**src/psg_pkg.sv**
```systemverilog
`default_nettype none
package psg_pkg;

   localparam int CYCLES_PER_STEP = 16;
   localparam int NOISE_WIDTH     = 16;

   localparam int CHANNELS   = 4;
   localparam int TONE_CHANS = 3;
   localparam int NOISE_CHAN = 3;
   localparam int CHAN_W     = 2;

   localparam int DATA_W   = 8;
   localparam int CYCLES_W = 12;
   localparam int LEVEL_W  = 6;
   localparam int PERIOD_W = 10;
   localparam int COUNT_W  = 16;
   localparam int VOLUME_W = 4;

   // residue of the cycle accumulator and the step count that one request yields
   localparam int RESIDUE_W = (CYCLES_PER_STEP > 1) ? $clog2(CYCLES_PER_STEP) : 1;
   localparam int ACC_MAX   = (CYCLES_PER_STEP - 1) + ((1 << CYCLES_W) - 1);
   localparam int ACC_W     = $clog2(ACC_MAX + 1);
   localparam int STEPS_W   = $clog2(ACC_MAX / CYCLES_PER_STEP + 1);

   localparam int QUEUE_DEPTH = 2;
   localparam int QPTR_W      = (QUEUE_DEPTH > 1) ? $clog2(QUEUE_DEPTH) : 1;
   localparam int QCNT_W      = $clog2(QUEUE_DEPTH + 1);

   localparam logic [NOISE_WIDTH-1:0] NOISE_SEED = NOISE_WIDTH'(16'h8000);
   localparam logic [COUNT_W-1:0] NOISE_LIMIT_0 = COUNT_W'(16'h0010);
   localparam logic [COUNT_W-1:0] NOISE_LIMIT_1 = COUNT_W'(16'h0020);
   localparam logic [COUNT_W-1:0] NOISE_LIMIT_2 = COUNT_W'(16'h0040);

   localparam logic [1:0] NOISE_RATE_0    = 2'd0;
   localparam logic [1:0] NOISE_RATE_1    = 2'd1;
   localparam logic [1:0] NOISE_RATE_2    = 2'd2;
   localparam logic [1:0] NOISE_RATE_TONE = 2'd3;

   typedef enum logic [1:0] {
      KIND_LATCH = 2'd0,
      KIND_DATA  = 2'd1,
      KIND_CLOCK = 2'd2
   } request_kind_type;

   typedef struct packed {
      request_kind_type     kind;
      logic [DATA_W-1:0]    data_byte;
      logic [STEPS_W-1:0]   steps;
   } queue_entry_type;

endpackage
`default_nettype wire

```
**src/psg_req_if.sv**
```systemverilog
`default_nettype none
interface psg_req_if;
   import psg_pkg::*;

   logic                valid;
   logic                ready;
   logic                req_type;
   logic [DATA_W-1:0]   data_byte;
   logic [CYCLES_W-1:0] cycles;

   modport source (output valid, output req_type, output data_byte, output cycles,
                   input ready);
   modport sink   (input valid, input req_type, input data_byte, input cycles,
                   output ready);
endinterface
`default_nettype wire

```
**src/psg_rsp_if.sv**
```systemverilog
`default_nettype none
interface psg_rsp_if;
   import psg_pkg::*;

   logic               valid;
   logic               ready;
   logic [LEVEL_W-1:0] sample_level;

   modport source (output valid, output sample_level, input ready);
   modport sink   (input valid, input sample_level, output ready);
endinterface
`default_nettype wire

```
**src/psg_front.sv**
```systemverilog
`default_nettype none
module psg_front (
   input  logic                      clock,
   input  logic                      reset,
   psg_req_if.sink                   req_bus,
   output logic                      push_valid,
   output psg_pkg::queue_entry_type  push_entry,
   input  logic                      push_ready
);
   import psg_pkg::*;

   logic [RESIDUE_W-1:0] residue_ff;
   logic [RESIDUE_W-1:0] residue_in;
   logic [ACC_W-1:0]     acc;
   logic                 accept;

   assign accept = req_bus.valid && push_ready;
   assign acc    = ACC_W'(residue_ff) + ACC_W'(req_bus.cycles);

   assign req_bus.ready = push_ready;
   assign push_valid    = req_bus.valid;

   always_comb begin
      if (req_bus.req_type) begin
         push_entry.kind = KIND_CLOCK;
      end else if (req_bus.data_byte[DATA_W-1]) begin
         push_entry.kind = KIND_LATCH;
      end else begin
         push_entry.kind = KIND_DATA;
      end
      push_entry.data_byte = req_bus.data_byte;
      push_entry.steps     = STEPS_W'(acc / CYCLES_PER_STEP);
   end

   // the residue only moves on clock requests; writes leave it alone
   always_comb begin
      residue_in = residue_ff;
      if (accept && req_bus.req_type) begin
         residue_in = RESIDUE_W'(acc % CYCLES_PER_STEP);
      end
   end

   always_ff @(posedge clock) begin
      if (reset) begin
         residue_ff <= '0;
      end else begin
         residue_ff <= residue_in;
      end
   end

endmodule
`default_nettype wire

```
**src/psg_queue.sv**
```systemverilog
`default_nettype none
module psg_queue (
   input  logic                      clock,
   input  logic                      reset,
   input  logic                      push_valid,
   input  psg_pkg::queue_entry_type  push_entry,
   output logic                      push_ready,
   output logic                      pop_valid,
   output psg_pkg::queue_entry_type  pop_entry,
   input  logic                      pop_ready
);
   import psg_pkg::*;

   queue_entry_type     slot_ff [QUEUE_DEPTH];
   logic [QPTR_W-1:0]   wr_ptr_ff, wr_ptr_in;
   logic [QPTR_W-1:0]   rd_ptr_ff, rd_ptr_in;
   logic [QCNT_W-1:0]   count_ff, count_in;
   logic                do_push;
   logic                do_pop;

   assign push_ready = (count_ff != QCNT_W'(QUEUE_DEPTH));
   assign pop_valid  = (count_ff != '0);
   assign pop_entry  = slot_ff[rd_ptr_ff];
   assign do_push    = push_valid && push_ready;
   assign do_pop     = pop_valid && pop_ready;

   always_comb begin
      wr_ptr_in = wr_ptr_ff;
      rd_ptr_in = rd_ptr_ff;
      count_in  = count_ff;
      if (do_push) begin
         wr_ptr_in = (wr_ptr_ff == QPTR_W'(QUEUE_DEPTH - 1)) ? '0 : wr_ptr_ff + 1'b1;
      end
      if (do_pop) begin
         rd_ptr_in = (rd_ptr_ff == QPTR_W'(QUEUE_DEPTH - 1)) ? '0 : rd_ptr_ff + 1'b1;
      end
      if (do_push && !do_pop) begin
         count_in = count_ff + 1'b1;
      end else if (do_pop && !do_push) begin
         count_in = count_ff - 1'b1;
      end
   end

   always_ff @(posedge clock) begin
      if (reset) begin
         wr_ptr_ff <= '0;
         rd_ptr_ff <= '0;
         count_ff  <= '0;
      end else begin
         wr_ptr_ff <= wr_ptr_in;
         rd_ptr_ff <= rd_ptr_in;
         count_ff  <= count_in;
      end
   end

   always_ff @(posedge clock) begin
      if (do_push) begin
         slot_ff[wr_ptr_ff] <= push_entry;
      end
   end

endmodule
`default_nettype wire

```
**src/psg_back.sv**
```systemverilog
`default_nettype none
module psg_back (
   input  logic                      clock,
   input  logic                      reset,
   input  logic                      pop_valid,
   input  psg_pkg::queue_entry_type  pop_entry,
   output logic                      pop_ready,
   psg_rsp_if.source                 rsp_bus
);
   import psg_pkg::*;

   typedef enum logic [0:0] {
      ST_IDLE = 1'b0,
      ST_RUN  = 1'b1
   } state_type;

   state_type             state_ff, state_in;
   logic [STEPS_W-1:0]    steps_ff, steps_in;

   logic [PERIOD_W-1:0]   period_ff  [CHANNELS];
   logic [PERIOD_W-1:0]   period_in  [CHANNELS];
   logic [COUNT_W-1:0]    count_ff   [CHANNELS];
   logic [COUNT_W-1:0]    count_in   [CHANNELS];
   logic                  phase_ff   [CHANNELS];
   logic                  phase_in   [CHANNELS];
   logic [VOLUME_W-1:0]   volume_ff  [CHANNELS];
   logic [VOLUME_W-1:0]   volume_in  [CHANNELS];
   logic [NOISE_WIDTH-1:0] lfsr_ff, lfsr_in;
   logic [CHAN_W-1:0]     latch_chan_ff, latch_chan_in;
   logic                  latch_vol_ff, latch_vol_in;
   logic [LEVEL_W-1:0]    total_ff, total_in;
   logic                  rsp_valid_ff, rsp_valid_in;
   logic [LEVEL_W-1:0]    rsp_level_ff, rsp_level_in;

   // one generator step, computed from the current state
   logic [COUNT_W-1:0]    st_count [CHANNELS];
   logic                  st_phase [CHANNELS];
   logic [NOISE_WIDTH-1:0] st_lfsr;
   logic [LEVEL_W-1:0]    st_total;
   logic [COUNT_W-1:0]    noise_limit;
   logic [COUNT_W-1:0]    incr;
   logic                  fb;

   logic                  out_free;
   logic [CHAN_W-1:0]     wr_chan;
   logic                  wr_vol;

   assign out_free         = !rsp_valid_ff || rsp_bus.ready;
   assign rsp_bus.valid    = rsp_valid_ff;
   assign rsp_bus.sample_level = rsp_level_ff;
   assign pop_ready        = (state_ff == ST_IDLE);

   always_comb begin
      st_total = '0;
      for (int ch = 0; ch < TONE_CHANS; ch++) begin
         incr         = count_ff[ch] + 1'b1;
         st_count[ch] = incr;
         st_phase[ch] = phase_ff[ch];
         if (period_ff[ch] != '0 && incr >= COUNT_W'(period_ff[ch])) begin
            st_count[ch] = '0;
            st_phase[ch] = !phase_ff[ch];
         end
         if (st_phase[ch] || period_ff[ch] == PERIOD_W'(1)) begin
            st_total = st_total + LEVEL_W'(volume_ff[ch]);
         end
      end

      case (period_ff[NOISE_CHAN][1:0])
         NOISE_RATE_0: noise_limit = NOISE_LIMIT_0;
         NOISE_RATE_1: noise_limit = NOISE_LIMIT_1;
         NOISE_RATE_2: noise_limit = NOISE_LIMIT_2;
         default:      noise_limit = COUNT_W'(period_ff[NOISE_CHAN-1]);
      endcase

      incr                 = count_ff[NOISE_CHAN] + 1'b1;
      st_count[NOISE_CHAN] = incr;
      st_phase[NOISE_CHAN] = phase_ff[NOISE_CHAN];
      st_lfsr              = lfsr_ff;
      // white noise taps bits 0 and 3, periodic noise just rotates
      fb = period_ff[NOISE_CHAN][2] ? (lfsr_ff[0] ^ lfsr_ff[3]) : lfsr_ff[0];
      if (incr >= noise_limit) begin
         st_count[NOISE_CHAN] = '0;
         st_phase[NOISE_CHAN] = !phase_ff[NOISE_CHAN];
         if (!phase_ff[NOISE_CHAN]) begin
            st_lfsr = {fb, lfsr_ff[NOISE_WIDTH-1:1]};
         end
      end
      if (st_lfsr[0]) begin
         st_total = st_total + LEVEL_W'(volume_ff[NOISE_CHAN]);
      end
   end

   always_comb begin
      state_in      = state_ff;
      steps_in      = steps_ff;
      period_in     = period_ff;
      count_in      = count_ff;
      phase_in      = phase_ff;
      volume_in     = volume_ff;
      lfsr_in       = lfsr_ff;
      latch_chan_in = latch_chan_ff;
      latch_vol_in  = latch_vol_ff;
      total_in      = total_ff;
      rsp_valid_in  = rsp_valid_ff && !rsp_bus.ready;
      rsp_level_in  = rsp_level_ff;
      wr_chan       = latch_chan_ff;
      wr_vol        = latch_vol_ff;

      case (state_ff)
         ST_IDLE: begin
            if (pop_valid) begin
               case (pop_entry.kind)
                  KIND_LATCH: begin
                     wr_chan       = pop_entry.data_byte[6:5];
                     wr_vol        = pop_entry.data_byte[4];
                     latch_chan_in = wr_chan;
                     latch_vol_in  = wr_vol;
                     if (wr_vol) begin
                        volume_in[wr_chan] = ~pop_entry.data_byte[VOLUME_W-1:0];
                     end else begin
                        period_in[wr_chan] = {period_ff[wr_chan][PERIOD_W-1:4],
                                              pop_entry.data_byte[3:0]};
                     end
                  end
                  KIND_DATA: begin
                     if (wr_vol) begin
                        volume_in[wr_chan] = ~pop_entry.data_byte[VOLUME_W-1:0];
                     end else begin
                        period_in[wr_chan] = {pop_entry.data_byte[5:0],
                                              period_ff[wr_chan][3:0]};
                     end
                  end
                  KIND_CLOCK: begin
                     steps_in = pop_entry.steps;
                     state_in = ST_RUN;
                  end
                  default: begin
                  end
               endcase
            end
         end
         ST_RUN: begin
            if (steps_ff != '0) begin
               steps_in  = steps_ff - 1'b1;
               count_in  = st_count;
               phase_in  = st_phase;
               lfsr_in   = st_lfsr;
               total_in  = st_total;
            end else if (out_free) begin
               rsp_valid_in = 1'b1;
               rsp_level_in = total_ff;
               state_in     = ST_IDLE;
            end
         end
         default: begin
            state_in = ST_IDLE;
         end
      endcase
   end

   always_ff @(posedge clock) begin
      if (reset) begin
         state_ff      <= ST_IDLE;
         steps_ff      <= '0;
         for (int ch = 0; ch < CHANNELS; ch++) begin
            period_ff[ch] <= '0;
            count_ff[ch]  <= '0;
            phase_ff[ch]  <= 1'b0;
            volume_ff[ch] <= '0;
         end
         lfsr_ff       <= NOISE_SEED;
         latch_chan_ff <= '0;
         latch_vol_ff  <= 1'b0;
         total_ff      <= '0;
         rsp_valid_ff  <= 1'b0;
         rsp_level_ff  <= '0;
      end else begin
         state_ff      <= state_in;
         steps_ff      <= steps_in;
         period_ff     <= period_in;
         count_ff      <= count_in;
         phase_ff      <= phase_in;
         volume_ff     <= volume_in;
         lfsr_ff       <= lfsr_in;
         latch_chan_ff <= latch_chan_in;
         latch_vol_ff  <= latch_vol_in;
         total_ff      <= total_in;
         rsp_valid_ff  <= rsp_valid_in;
         rsp_level_ff  <= rsp_level_in;
      end
   end

endmodule
`default_nettype wire

```
**src/psg_tone_noise_generator_unit.sv**
```systemverilog
// Four-channel sound generator (three square-wave tones plus one LFSR noise channel).
// Requests are either register write bytes (req_type 0, latch/data byte format) or
// clock advances (req_type 1) of a cycle count; only clock requests return a
// response, the linear sum (0..60) of the volumes of the channels that are high.
// A front stage classifies each request and turns its cycle count into a number
// of generator steps (count plus carried remainder, divided by CYCLES_PER_STEP);
// a two-entry queue feeds the back end, which applies each write as it takes it from
// the queue and runs one generator step per clock. The back end's single step engine
// sets the rate. The response sits in an output register, so writes and the steps
// of the next clock request go on while a response waits for rsp_bus.ready; only a
// second finished response holds the back end, and the front then stalls once the
// queue is full.
// Reset is synchronous and leaves the noise register at 0x8000.
`default_nettype none
module psg_tone_noise_generator_unit (
   input  logic        clock,
   input  logic        reset,
   psg_req_if.sink     req_bus,
   psg_rsp_if.source   rsp_bus
);
   import psg_pkg::*;

   logic            push_valid;
   logic            push_ready;
   queue_entry_type push_entry;
   logic            pop_valid;
   logic            pop_ready;
   queue_entry_type pop_entry;

   psg_front u_front (
      .clock      (clock),
      .reset      (reset),
      .req_bus    (req_bus),
      .push_valid (push_valid),
      .push_entry (push_entry),
      .push_ready (push_ready)
   );

   psg_queue u_queue (
      .clock      (clock),
      .reset      (reset),
      .push_valid (push_valid),
      .push_entry (push_entry),
      .push_ready (push_ready),
      .pop_valid  (pop_valid),
      .pop_entry  (pop_entry),
      .pop_ready  (pop_ready)
   );

   psg_back u_back (
      .clock      (clock),
      .reset      (reset),
      .pop_valid  (pop_valid),
      .pop_entry  (pop_entry),
      .pop_ready  (pop_ready),
      .rsp_bus    (rsp_bus)
   );

endmodule
`default_nettype wire
```
**src/flat_wrapper.sv**
```systemverilog
// flat-port wrapper written by rule: the top's interface ports become plain ports
module psg_tone_noise_generator_unit_flat import psg_pkg::*;
  (clock, reset, req_bus_valid, req_bus_req_type, req_bus_data_byte, req_bus_cycles, req_bus_ready, rsp_bus_valid, rsp_bus_sample_level, rsp_bus_ready);
  psg_req_if req_bus_i ();
  psg_rsp_if rsp_bus_i ();
  input  logic clock;
  input  logic reset;
  input wire logic [$bits(req_bus_i.valid)-1:0] req_bus_valid;
  input wire logic [$bits(req_bus_i.req_type)-1:0] req_bus_req_type;
  input wire logic [$bits(req_bus_i.data_byte)-1:0] req_bus_data_byte;
  input wire logic [$bits(req_bus_i.cycles)-1:0] req_bus_cycles;
  output wire logic [$bits(req_bus_i.ready)-1:0] req_bus_ready;
  output wire logic [$bits(rsp_bus_i.valid)-1:0] rsp_bus_valid;
  output wire logic [$bits(rsp_bus_i.sample_level)-1:0] rsp_bus_sample_level;
  input wire logic [$bits(rsp_bus_i.ready)-1:0] rsp_bus_ready;
  assign req_bus_i.valid = req_bus_valid;
  assign req_bus_i.req_type = req_bus_req_type;
  assign req_bus_i.data_byte = req_bus_data_byte;
  assign req_bus_i.cycles = req_bus_cycles;
  assign req_bus_ready = req_bus_i.ready;
  assign rsp_bus_valid = rsp_bus_i.valid;
  assign rsp_bus_sample_level = rsp_bus_i.sample_level;
  assign rsp_bus_i.ready = rsp_bus_ready;
  psg_tone_noise_generator_unit u_core (.clock(clock), .reset(reset), .req_bus(req_bus_i), .rsp_bus(rsp_bus_i));
endmodule
```
**config.mk**
```make
export PLATFORM = sky130hd
export DESIGN_NAME = psg_tone_noise_generator_unit_flat
export DESIGN_NICKNAME = d
export VERILOG_FILES = /design/src/psg_pkg.sv /design/src/psg_req_if.sv /design/src/psg_rsp_if.sv /design/src/psg_front.sv /design/src/psg_queue.sv /design/src/psg_back.sv /design/src/psg_tone_noise_generator_unit.sv /design/src/flat_wrapper.sv
export SDC_FILE = /design/constraint.sdc
export NUM_CORES = 1
export LEC_CHECK = 0
export ABC_CLOCK_PERIOD_IN_PS = 5100
export BUFFER_PORTS_ARGS = -buffer_cell sky130_fd_sc_hd__buf_4
export CORE_UTILIZATION = 34
export CTS_CLUSTER_DIAMETER = 40
export DETAILED_ROUTE_END_ITERATION = 10
export PLACE_DENSITY_LB_ADDON = 0.3
export SLEW_MARGIN = 30
export SYNTH_ARGS = -nofsm -noshare
export SYNTH_HDL_FRONTEND = slang
export SYNTH_SLANG_ARGS = --single-unit
```
**constraint.sdc**
```tcl
create_clock -name clock -period 5.1 [get_ports clock]
set_input_delay 0.255 -clock clock [delete_from_list [all_inputs] [get_ports clock]]
set_output_delay 0.255 -clock clock [all_outputs]
set_load 0.05 [all_outputs]
```
==> results.cfg, run 1 <==
[run_status]
status = complete, but fails checks
failed_checks = setup timing

[worst_setup_path]
r2r_slack_ns = -0.17
crit_fanout = 5
cp-end-kind = flip-flop
crit_type = reg -> reg
reg2reg_from = u_core.u_back.count_ff[48]
cpPeakStageDelay_ns = 0.53
start_kind = flip-flop
critPathArrivalTime_ns = 5.67
timing.critical_path.mode_cell = buf_4
slowest_stage = fa_2
r2r_end = u_core.u_back.total_ff[5]
rr_worst_depth = 27
worst_ep_required_time_ns = 5.50
startpoint = u_core.u_back.count_ff[48]

[final_layout]
fin_cells = 1876
syn_to_final_growth_pct = 23.9
drive_gt1_frac = 0.171
finalNetCount = 1505
n_fill_cell = 3166
multi_input_area_um2 = 6400
seqCellArea_um2 = 4450
diodes = 0

[sta]
hold_violations = 0
final.setup.worst_slack_ns = -0.169
skew_ns = 0.0219
tightest_slew_ns = 0.958
relSlewSlack = 0.349
finalSetupTns_ns = -0.420
hold_ws_ns = 0.0500
setup_viol = 4
max_freq_mhz = 190
rsz0062_at_grt = true
report.final.slew_viol_count = 0
period_share = 1.03
fin_crit_ns = 5.27

[logic_synthesis]
synth_area_um2 = 11100
syn_avg_cell_area_um2 = 8.48
ys_seq_area_frac = 0.399
yosysTopAreaCellShare = 0.302
synth.most_common_cell = nor2_1
ys_seq_elements = 204
synth_cell_types = 71
ys_top_cells_by_area = dfxtp_1 (30%), edfxtp_1 (9.7%), ha_1 (7.1%)
yosysWarnings = 0
netlist_top_cells_count = nor2_1 (175), dfxtp_1 (168), nand2_1 (122)
syn_nets = 1405
syn_inst = 1313
synth_edf_count = 36
synth_top_area_cell = dfxtp_1
synth_ff_type = dfxtp_1
synthArstFlopShare = 0

[flow_run]
drv_cap = 0

[clocking]
clk_path_buf_depth = 3
clk_pin_slew_ns = 0.05
cts_tree = done
clk_latency_ns = 0.52
cts-root-buf = clkbuf_16
numCtsBuffers = 36
cts_sinks = 204
htreeDepth = 2

[routing]
via_per_inst = 5.01
drt-total-wl_um = 26100
ant_nets = 0
firstDrtPassIters = 4
wire_per_inst_um = 13.9
num_vias = 9408
drtIter0Drc = 510
drcViolationCount = 0

[global_routing]
grt_start_max_net_pins = 85
grt_pass1_wl_um = 43700
grt.total_usage = 0.157
overflow = 0
grt_pass1_vias = 9076
antenna_found_initial = 0

[floorplanning]
ioPinCount = 33
rows = 65
core_area_um2 = 31900
initial_core_util = 0.349
dieWidth_um = 183
die_y_um = 183
die_area_um2 = 33500

[placed_design]
dp_hpwl_um = 17800
io_buffers = 32
pre_cts_slack_ns = -0.205
gp_congestion = 0.814
dp.cells = 1793

[hold_path]
hold_path_end = u_core.u_queue.slot_ff[0][17]
min_path_type = in -> reg
hp-start = req_bus_data_byte[7]
whs_path_depth = 2

[power]
ir_worst_vdd_mv = 0.280
p_leak_nw = 5.36
p_per_area_nw_per_um2 = 391
sequential cells by signal, indices dropped and copies added, names as in the netlist, 6 cells and up, named ones only:
signal	cells
u_core.u_back.volume_ff	16
u_core.u_back.total_ff	6
u_core.u_back.steps_ff	9
u_core.u_back.lfsr_ff	16
u_core.u_back.period_ff	33
u_core.u_queue.slot_ff	36
u_core.u_back.rsp_bus.sample_level	6
u_core.u_back.count_ff	64
metal layers:
layer / vias to the layer above / global-route usage / wire (um)
met3: 46 / 0.0256 / 876
met5: - / 0 / 0
li1: 4829 / - / -
met2: 146 / 0.264 / 12200
met4: 0 / 0.0477 / 512
met1: 4387 / 0.206 / 12500
worst max-delay path by stage:
| stage | to | slack [ns] |
|---|---|---|
| global placement | u_core.u_back.total_ff[5] | -0.05 |
| global route | u_core.u_back.total_ff[5] | -0.43 |
| finish | u_core.u_back.total_ff[5] | -0.17 |
| detailed placement | u_core.u_back.total_ff[5] | -0.20 |
| floorplan | u_core.u_back.total_ff[5] | -0.03 |
| CTS | u_core.u_back.total_ff[5] | -0.17 |
critical path: cells and delay by family, from the launching register on:
family | cells | cell delay [ns]
buffers and inverters | 7 | 0.79
DFF | 1 | 0.37
AOI/OAI and AO/OA | 8 | 1.28
adders and majority gates | 4 | 1.18
and+or+nand+nor | 6 | 1.06
xor gates and xnor gates | 2 | 0.47
cell families (layout without fill, tap and decap cells):
logic type      count (synthesis)  count (layout)  synth area share
xor+xnor                       68              68            0.0535
compound gates                277             277             0.154
buf+inv                       126             254            0.0449
mux                            49              49            0.0455
fa+ha+maj                      67              67            0.0780
flops                         204             204             0.399
simple gates                  522             522             0.225
layout make-up:
cell class | count | share of cell area
timing repair buffer | 127 | 0.0709
sequential | 204 | 0.323
inverter | 61 | 0.0166
clock inverter | 25 | 0.0166
clock buffer | 41 | 0.0697
multi-input combinational | 983 | 0.464
tap | 435 | 0.0395
layout by cell type, fill, tap and decap left out, types with 6 or more instances in the layout:
cell	netlist	final
o211ai_1	6	6
mux2i_1	42	41
a2bb2oi_1	10	10
a21oi_1	116	109
inv_1	60	57
or3_1	16	16
a21o_1	12	12
edfxtp_1	36	36
buf_4	3	118
dfxtp_1	168	165
ha_1	63	56
and3_1	19	19
nor2b_1	18	17
a22oi_1	9	9
nor2_1	175	173
nor3_1	34	33
clkbuf_16	0	37
nand3b_1	12	12
nand4_1	16	16
xnor2_1	37	34
a31oi_1	10	10
xor2_1	31	31
clkinv_4	0	7
o21ai_0	56	54
ha_4	0	6
nand2b_1	20	19
dlygate4sd3_1	0	8
nand2_1	122	122
nor4_1	13	13
a211oi_1	30	30
nand3_1	46	44
timing repair:
| item | 4_1_cts | 5_1_grt |
|---|---|---|
| hold endpoints to repair | 16 | 0 |
| resized for setup | 12 | 20 |
| pin swaps | 19 | 28 |
| hold buffers | 8 | 0 |
| setup endpoints to repair | 4 | 5 |
| setup buffers | 7 | 2 |
per-stage QoR:
stage / total power, W / utilization / area (um^2)
6_report: 0.00539 / 0.433 / 13800
2_1_floorplan: 0.00273 / - / 11200
4_1_cts: 0.00544 / 0.429 / 13700
5_1_grt: 0.00567 / 0.433 / 13800
3_3_place_gp: 0.00308 / 0.386 / 12300
3_5_place_dp: 0.00309 / 0.386 / 12300
where the power goes:
part	internal [W]	total (W)	leakage [nW]	switching [W]
clock network	0.00140	0.00231	0.577	0.000901
logic	0.000466	0.00120	3.08	0.000729
registers	0.00178	0.00189	1.70	0.000106
Power figures use the tool's default switching activity.
==> run 2, diff against run 1 <==
- BUFFER_PORTS_ARGS: -buffer_cell sky130_fd_sc_hd__buf_4 -> -buffer_cell sky130_fd_sc_hd__clkbuf_2
==> results.cfg, run 2 (same netlist as run 1, synthesis figures left out) <==
[final_layout]
largest_register = u_core.u_back.count_ff
drive_gt1_frac = 0.183
final_common_cell = nor2_1
fin_cells = 1889
syn_to_final_growth_pct = 25.3
diodes = 0
mostFrequentLayoutCells = nor2_1 (172), dfxtp_1 (165), nand2_1 (122)
largest_reg_flops = 64
top_regs = u_core.u_back.count_ff (64), u_core.u_queue.slot_ff (36), u_core.u_back.period_ff (33)
finalNetCount = 1517

[worst_setup_path]
worst_ep_required_time_ns = 5.51
cp-end-kind = flip-flop
critPathArrivalTime_ns = 5.66
crit_fanout = 4
crit_type = reg -> reg
start_kind = flip-flop
r2r_slack_ns = -0.14

[sta]
tightest_slew_ns = 0.954
setup_viol = 4
final.setup.worst_slack_ns = -0.144
period_share = 1.03
rsz0062_at_grt = true
hold_violations = 0
relSlewSlack = 0.352
fin_crit_ns = 5.24
report.final.slew_viol_count = 0
max_freq_mhz = 191
skew_ns = 0.0236

[floorplanning]
initial_core_util = 0.349
core_area_um2 = 31900
dieWidth_um = 183
ioPinCount = 33
die_area_um2 = 33500
rows = 65
die_y_um = 183

[power]
pwr-share-clk = 0.453
p_leak_nw = 5.46
power_frac_comb = 0.213
cellInternalPower_w = 0.00388
ir_worst_vdd_mv = 0.299
power.switching_w = 0.00176
swShare = 0.312
p_total_w = 0.00563
p_per_area_nw_per_um2 = 404
seqPwrFrac = 0.335

[routing]
num_vias = 9425
drtIter0Drc = 487
drt-total-wl_um = 26400
via_per_inst = 4.99
drcViolationCount = 0
wire_per_inst_um = 14.0
firstDrtPassIters = 4
ant_nets = 0

[run_status]
status = complete, but fails checks
failed_checks = setup timing

[clocking]
clk_latency_ns = 0.52
cts-root-buf = clkbuf_16
htreeDepth = 2
cts_tree = done
cts_sinks = 204
numCtsBuffers = 37
clk_path_buf_depth = 3
clk_pin_slew_ns = 0.06

[flow_run]
drv_cap = 0

[global_routing]
grt.total_usage = 0.159
grt_start_max_net_pins = 87
overflow = 0
antenna_found_initial = 0
grt_pass1_wl_um = 44300
grt_pass1_vias = 9053

[placed_design]
gp_congestion = 0.856
dp_hpwl_um = 17800
io_buffers = 32
dp.cells = 1795

[hold_path]
min_path_type = in -> reg
run 2: metal layers:
layer  vias to the layer above  wire length (um)  global-route usage
li1                       4859                 -                   -
met1                      4420             12700               0.208
met2                       108             12500               0.268
met3                        38               784              0.0252
met4                         0               437              0.0470
met5                         -                 0                   0
run 2: repair_timing:
action                                  in CTS  in global routing
gates resized for setup                     13                 25
endpoints found under the setup margin       4                  5
pin swaps                                   19                 29
gates cloned                                 0                  0
hold buffers                                 7                  0
setup buffers                               11                  8
endpoints found under the hold margin       14                  0
run 2: final timing paths:
kind                                                  from                             to  cells past startpoint
worst max-delay path            u_core.u_back.count_ff[48]      u_core.u_back.total_ff[5]                     22
worst min-delay path                      req_bus_req_type  u_core.u_queue.slot_ff[0][18]                      1
worst max register to register  u_core.u_back.count_ff[48]      u_core.u_back.total_ff[5]                     22
worst min register to register    u_core.u_back.lfsr_ff[8]       u_core.u_back.lfsr_ff[7]                      2
run 2: critical path, cell delays in order, from the launching register on:
cell       delay (ns)
dfxtp_4          0.35
buf_4            0.11
ha_4             0.14
nand3_4          0.09
or4_4            0.50
or3_4            0.39
a2111oi_4        0.41
a21o_2           0.20
and3_4           0.20
ha_4             0.13
inv_2            0.03
fa_2             0.52
inv_2            0.05
a21oi_4          0.16
fa_2             0.49
a21oi_4          0.16
ha_1             0.24
a21o_1           0.18
a21oi_4          0.17
nor2b_4          0.05
o21ai_2          0.16
nor3_2           0.06
a221o_1          0.33
run 2: cell type report:
| class | instances | area (um^2) |
|---|---|---|
| Clock buffer | 38 | 940 |
| Tap cell | 435 | 544 |
| Fill cell | 3178 | 17900 |
| Clock inverter | 30 | 364 |
| Inverter | 61 | 229 |
| Timing Repair Buffer | 138 | 976 |
| Sequential cell | 204 | 4450 |
| Multi-Input combinational cell | 983 | 6450 |
run 2: power by group through the flow:
stage               sequential [W]  clock (W)  combinational (W)
floorplan                  0.00188          0           0.000849
global placement           0.00192          0            0.00116
detailed placement         0.00192          0            0.00118
CTS                        0.00188    0.00261            0.00119
global route               0.00190    0.00268            0.00133
finish                     0.00189    0.00255            0.00120
run 2: metrics by stage:
step | hold WS (ns) | setup slack, ns | instance area [um^2] | setup TNS, ns | utilization
after floorplan | 0.354 | -0.0283 | 11200 | -0.0283 | -
after global placement | 0.438 | -0.0742 | 12200 | -0.0875 | 0.384
after detailed placement | 0.443 | -0.204 | 12200 | -0.508 | 0.384
after CTS | 0.0164 | -0.135 | 13700 | -0.267 | 0.431
after global routing | 0.0237 | -0.449 | 14000 | -1.46 | 0.438
final | 0.0168 | -0.144 | 14000 | -0.367 | 0.438
